==> config.mk <==
export PLATFORM = sky130hd
export DESIGN_NAME = tcg_map
export DESIGN_NICKNAME = d
export VERILOG_FILES = /design/src/rtl/tcg_pkg.sv /design/src/rtl/tcg_map.sv
export SDC_FILE = /design/constraint.sdc
export NUM_CORES = 2
export LEC_CHECK = 0
export ABC_AREA = 1
export BUFFER_PORTS_ARGS = -buffer_cell sky130_fd_sc_hd__buf_2
export CAP_MARGIN = 20
export CORE_MARGIN = 2
export CORE_UTILIZATION = 45
export CTS_CLUSTER_SIZE = 20
export DETAILED_ROUTE_END_ITERATION = 16
export GPL_TIMING_DRIVEN = 0
export SLEW_MARGIN = 20
export SYNTH_ARGS = -nofsm -noshare
export SYNTH_HDL_FRONTEND = slang
export SYNTH_SLANG_ARGS = --single-unit
==> constraint.sdc <==
create_clock -name clk -period 8 [get_ports clk]
set_clock_uncertainty 0.05 [all_clocks]
set_input_delay 0.4 -clock clk [delete_from_list [all_inputs] [get_ports clk]]
set_output_delay 0.4 -clock clk [all_outputs]
set_load 0.02 [all_outputs]
==> src/rtl/tcg_pkg.sv <==
`timescale 1ns / 1ps
// Shared widths, pipeline depths and types for the triangle geometry block.
package tcg_pkg;

  localparam int CoordW    = 32;
  localparam int EdgeW     = CoordW + 1;
  localparam int RefW      = 16;
  localparam int PW        = RefW + 1;
  localparam int FracBits  = 15;
  localparam int ProdW     = 2 * EdgeW;
  localparam int DiffW     = ProdW + 1;
  localparam int MagW      = ProdW;
  localparam int HalfW     = MagW / 2;
  localparam int SqW       = 2 * MagW;
  localparam int NShift    = 36;
  localparam int NW        = 96;
  localparam int RootW     = 48;
  localparam int RemW      = NW + 1;
  localparam int MapLat    = 2;
  localparam int AreaLat   = 6;
  localparam int SqrtLat   = RootW;
  localparam int TotLat    = AreaLat + SqrtLat;
  localparam int JacW      = 6 * CoordW;

  typedef logic signed [CoordW-1:0] coord_t;
  typedef logic signed [EdgeW-1:0]  edge_t;
  typedef logic signed [PW-1:0]     pref_t;

endpackage

==> src/rtl/tcg_map.sv <==
`timescale 1ns / 1ps
// One axis of the reference-to-global mapping: products, rounded sum, saturation.
module tcg_map (
  input  logic           clk,
  input  tcg_pkg::coord_t a_i,
  input  tcg_pkg::edge_t  e1_i,
  input  tcg_pkg::edge_t  e2_i,
  input  tcg_pkg::pref_t  pu_i,
  input  tcg_pkg::pref_t  pv_i,
  output tcg_pkg::coord_t g_o
);
  import tcg_pkg::*;

  localparam int MulW = EdgeW + PW;
  localparam int SumW = MulW + 3;
  localparam int QW   = SumW - FracBits;

  coord_t                  a_r;
  logic signed [MulW-1:0]  p1_r;
  logic signed [MulW-1:0]  p2_r;
  coord_t                  g_r;
  logic signed [SumW-1:0]  sum;
  logic signed [QW-1:0]    quo;
  coord_t                  g_nxt;

  always_ff @(posedge clk) begin
    a_r  <= a_i;
    p1_r <= MulW'(e1_i) * MulW'(pu_i);
    p2_r <= MulW'(e2_i) * MulW'(pv_i);
  end

  always_comb begin
    sum = (SumW'(a_r) <<< FracBits) + SumW'(p1_r) + SumW'(p2_r)
          + SumW'(1 << (FracBits - 1));
    quo = QW'(sum >>> FracBits);
    if (quo > QW'(64'sd2147483647)) begin
      g_nxt = 32'sh7fffffff;
    end else if (quo < -QW'(64'sd2147483648)) begin
      g_nxt = 32'sh80000000;
    end else begin
      g_nxt = CoordW'(quo);
    end
  end

  always_ff @(posedge clk) begin
    g_r <= g_nxt;
  end

  assign g_o = g_r;

endmodule

Yosys cells after proc, flatten, opt, wreduce, memory -nomap -nowiden. Cells that the tools add are included.

Register bits: 164. Input bits: 133. Logic and storage cells: 12.

Add/subtract/negate cells: 3. Multipliers: 2. Magnitude comparators: 2. Mux-type cells: 1.

Operators by type and width (count): $mul A33 B17 Y50 (2); $add A52 B16 Y53 const B (1); $add A51 B50 Y52 (1); $add A47 B50 Y51 (1); $gt A38 B32 Y1 const B (1); $lt A38 B32 Y1 const B (1); $mux W32 (1).

Logic depth before layout (Yosys ltp).
Depth after elaboration: 5. Depth in mapped cells: 29. Mapped depth without buffers: 27.

Worst setup path after synthesis. OpenSTA, ideal clock, no wires.

Path type: input to register. Start: input e2_i[32]. End: register p2_r[49]. Library setup time: 0.072 ns. Arrival: 5.734 ns. Required time: 7.878 ns. Slack: 2.144 ns. Stages on the path: 20. Path buffers: 2. Cells stage by stage: clkbuf_1 > clkbuf_1 > nand2_1 > fa_1 > inv_1 > fa_1 > fa_1 > fa_1 > fa_1 > fa_1 > ha_1 > nand2_1 > nor2_1 > inv_1 > nor4_1 > nand3b_1 > nand3_1 > nand2_1 > nand3_1 > xor2_1.

Longest elaborated chain between the ends: 1.

RTL lines: from (decl) (RTL line tcg_map.sv:7) `input tcg_pkg::edge_t e2_i,`; $mul A33 B17 Y50 (RTL line tcg_map.sv:29) `p2_r <= MulW'(e2_i) * MulW'(pv_i);`; to (signal assigned) (RTL line tcg_map.sv:29); to (decl) (RTL line tcg_map.sv:20) `logic signed [MulW-1:0] p2_r;`.

No other way between the ends. A chain may end at the register's enable or synchronous reset.

Worst setup path after layout.
Start: input pu_i[8]. End: register p1_r[49].

Longest elaborated chain between the ends: 1.

RTL lines: from (decl) (RTL line tcg_map.sv:8) `input tcg_pkg::pref_t pu_i,`; $mul A33 B17 Y50 (RTL line tcg_map.sv:28) `p1_r <= MulW'(e1_i) * MulW'(pu_i);`; to (signal assigned) (RTL line tcg_map.sv:28); to (decl) (RTL line tcg_map.sv:19) `logic signed [MulW-1:0] p1_r;`.

No other way between the ends.

==> run metrics <==
largest family of logic cells by synthesized area=adder cells; total global routing overflow=0; # setup viols final=0; WP buf/inv=5; cell family with most CP delay=adder cells; htree depth=4; status=complete, no violations; simple-gate portion of the synthesized area=16.8%; DRC violations left=0; met2 usage=45.6%; GRT Max-Usage Layer=met2; Rel. slew slack=26.0%; met3 Use GR=5.98%; Final Hold Slack=24.0 ps; ys flop type=dfxtp_1; CTS Buffer Depth=2; fin crit period=7400 ps; row count=120; Initial Util=45.3%; Tightest Pin Transition=1110 ps; GRT Total Usage=29.1%; XOR/XNOR Fraction of Synth Area=2.46%; Chip Height=332 µm; library cells used by synthesis=40; DIE AREA=110000 µm²; CTS tree=yes; TritonCTS Sinks=164; reg2reg start=a_r[31]; 1st-iter DRT viols=2913; final wirelength=157 mm; Core Area=107000 µm²; met1 Usage GRT=40.5%; non-filler cells in the finished layout=7773; async set-reset flop share out of synthesis=0%; first-pass GRT wire length=243 mm; RSZ-0062 raised after global routing=no; Via Count=38900; TNS Setup=0 ps; Slowest-stage cell, CP=clkbuf_1; proportion of layout cells with a drive suffix above 1=2.47%; Final nets=7885; I/O Pins=165; Synth-to-Final Area Change=6.21%; HPWL after DPL=135 mm; final hold vios=0; multiplexer area fraction after synthesis=0%; initial antenna violation count=14; Crit Reg-Reg Endpoint=g_o[8]; Post-CTS Setup Inserts=0; Worst EP required=8240 ps; Pre-Repair DR Iteration Count=6; hold path depth=1; syn_area_per_cell=7.76 µm²; post-detailed-route count of antenna-violating nets=0; number of global-route vias before repair=41200; Final Slew Violations=0; Max Cap Viol=0; Mapped Nets=7769; fmax=135 MHz; #FFs+latches synth=164; Synth Area in Compound Gates=3.83%; Reg2Reg Setup Slack=4770 ps; vias per cell=5.01; Worst Min Path Start=a_i[27]; Post-synth EDFFs=0; kind of critical path=in -> reg; WHS Endpoint=a_r[27]; critical path arrival=7640 ps; R2R depth=15; Design Area, Final=51400 µm²; CTS Root Cell=clkbuf_16; Period Utilization, post-route=92.5%; DIE WIDTH=332 µm; CP startpoint kind=input port; Synth warnings=0; post-synthesis adder-cell area fraction=53.5%; max incr delay on CP=870 ps; cts bufs inserted=17; sequential area share after synthesis=6.79%; Clock Latency Late Sink=450 ps; Post-DP Area=50500 µm²; post-DR wirelength/cell=20.1 µm; Port Buffers=66; Min-Delay Path Class=in -> reg; largest net degree at the start of global routing=19; Crit Path Max Fanout=10; Final GP Congestion=0.981; Post-Syn Instances=6232; Top cell by count, worst path=fa_1; crit path cell chain=clkbuf_1 > clkbuf_1 > nand2_1 > fa_1 > inv_1 > fa_1 > fa_1 > fa_1 > fa_1 > inv_1 > fa_1 > inv_1 > ha_1 > a21oi_1 > nor2_1 > nor2_1 > a21boi_0 > nand3_1 > nand2_1 > nand3_1 > nand2_1 > nand2_1 > xor2_1; crit end category=flop; cell area after synthesis=48400 µm²; dpl cells=7701; clk slew on worst S/H paths=70 ps
-- kinds of logic (layout without fill, tap and decap cells) --
group | Yosys count | after routing
compound gates | 325 | 325
xor+xnor | 136 | 136
fa+ha+maj | 1404 | 1404
buf+inv | 2133 | 2262
flops | 164 | 164
other cells | 0 | 9
simple gates | 2070 | 2070
-- worst max-delay path by stage --
stage	startpoint	to	slack [ps]	cells past startpoint
floorplan	e2_i[32]	p2_r[49]	2140	20
global placement	pu_i[8]	p1_r[49]	380	23
detailed placement	pu_i[8]	p1_r[49]	370	23
CTS	pu_i[8]	p1_r[49]	820	23
global route	pu_i[8]	p1_r[47]	430	23
finish	pu_i[8]	p1_r[49]	600	23
-- cells in the mapped netlist, types with 37 or more instances --
cell type  instances  area, µm²
nand3_1           73        365
ha_1             297       3720
a21oi_1          150        751
xor2_1            83        727
fa_1            1107      22200
nor2_1           260        976
xnor2_1           53        464
o21ai_0           73        365
dfxtp_1          164       3280
clkbuf_1         262        983
inv_1           1850       6940
nand2_1         1638       6150
a31oi_1           37        231
-- cell usage in the layout, fill, tap and decap left out, types with 18 or more instances in the layout --
| master | synthesis | routed |
|---|---|---|
| inv_1 | 1850 | 1850 |
| nand2_1 | 1638 | 1638 |
| fa_1 | 1107 | 1107 |
| ha_1 | 297 | 297 |
| clkbuf_1 | 262 | 262 |
| nor2_1 | 260 | 260 |
| dfxtp_1 | 164 | 164 |
| a21oi_1 | 150 | 150 |
| xor2_1 | 83 | 83 |
| o21ai_0 | 73 | 73 |
| nand3_1 | 73 | 73 |
| buf_2 | 0 | 66 |
| xnor2_1 | 53 | 53 |
| a31oi_1 | 37 | 37 |
| dlygate4sd3_1 | 0 | 31 |
| nor3_1 | 23 | 23 |
| nand4_1 | 18 | 18 |
| o21bai_1 | 18 | 18 |
-- repair_timing --
action	CTS	global route
hold endpoints to repair	31	0
gates resized for setup	0	0
hold buffers	31	0
-- stage by stage --
stage               util (%)  setup slack [ps]
floorplan                  -              2140
global placement        47.2               382
detailed placement      47.2               366
CTS                     48.0               816
global route            48.1               427
finish                  48.1               601
-- layer usage --
layer	vias up	share of wire (%)
li1	17700	-
met1	19300	43
met2	1592	45
met3	265	9.0
met4	4	3.6
met5	-	0.017
-- registers in the layout (all words and copies together), names as in the netlist --
| signal | cells |
|---|---|
| g_o | 32 |
| p1_r | 50 |
| a_r | 32 |
| p2_r | 50 |
-- final cells by class --
cell class | instances | area, µm²
clock inverter | 15 | 161
fill | 10800 | 55500
multi-input combinational | 3935 | 37000
antenna | 9 | 22.5
clock buffer | 17 | 425
timing repair buffer | 97 | 641
sequential | 164 | 3280
buffer | 273 | 1070
inverter | 1860 | 6980
tap | 1403 | 1760
Power is left out: the tool's default activity adds up to more than one toggle a clock period on the data nets, which glitch-free logic cannot reach.
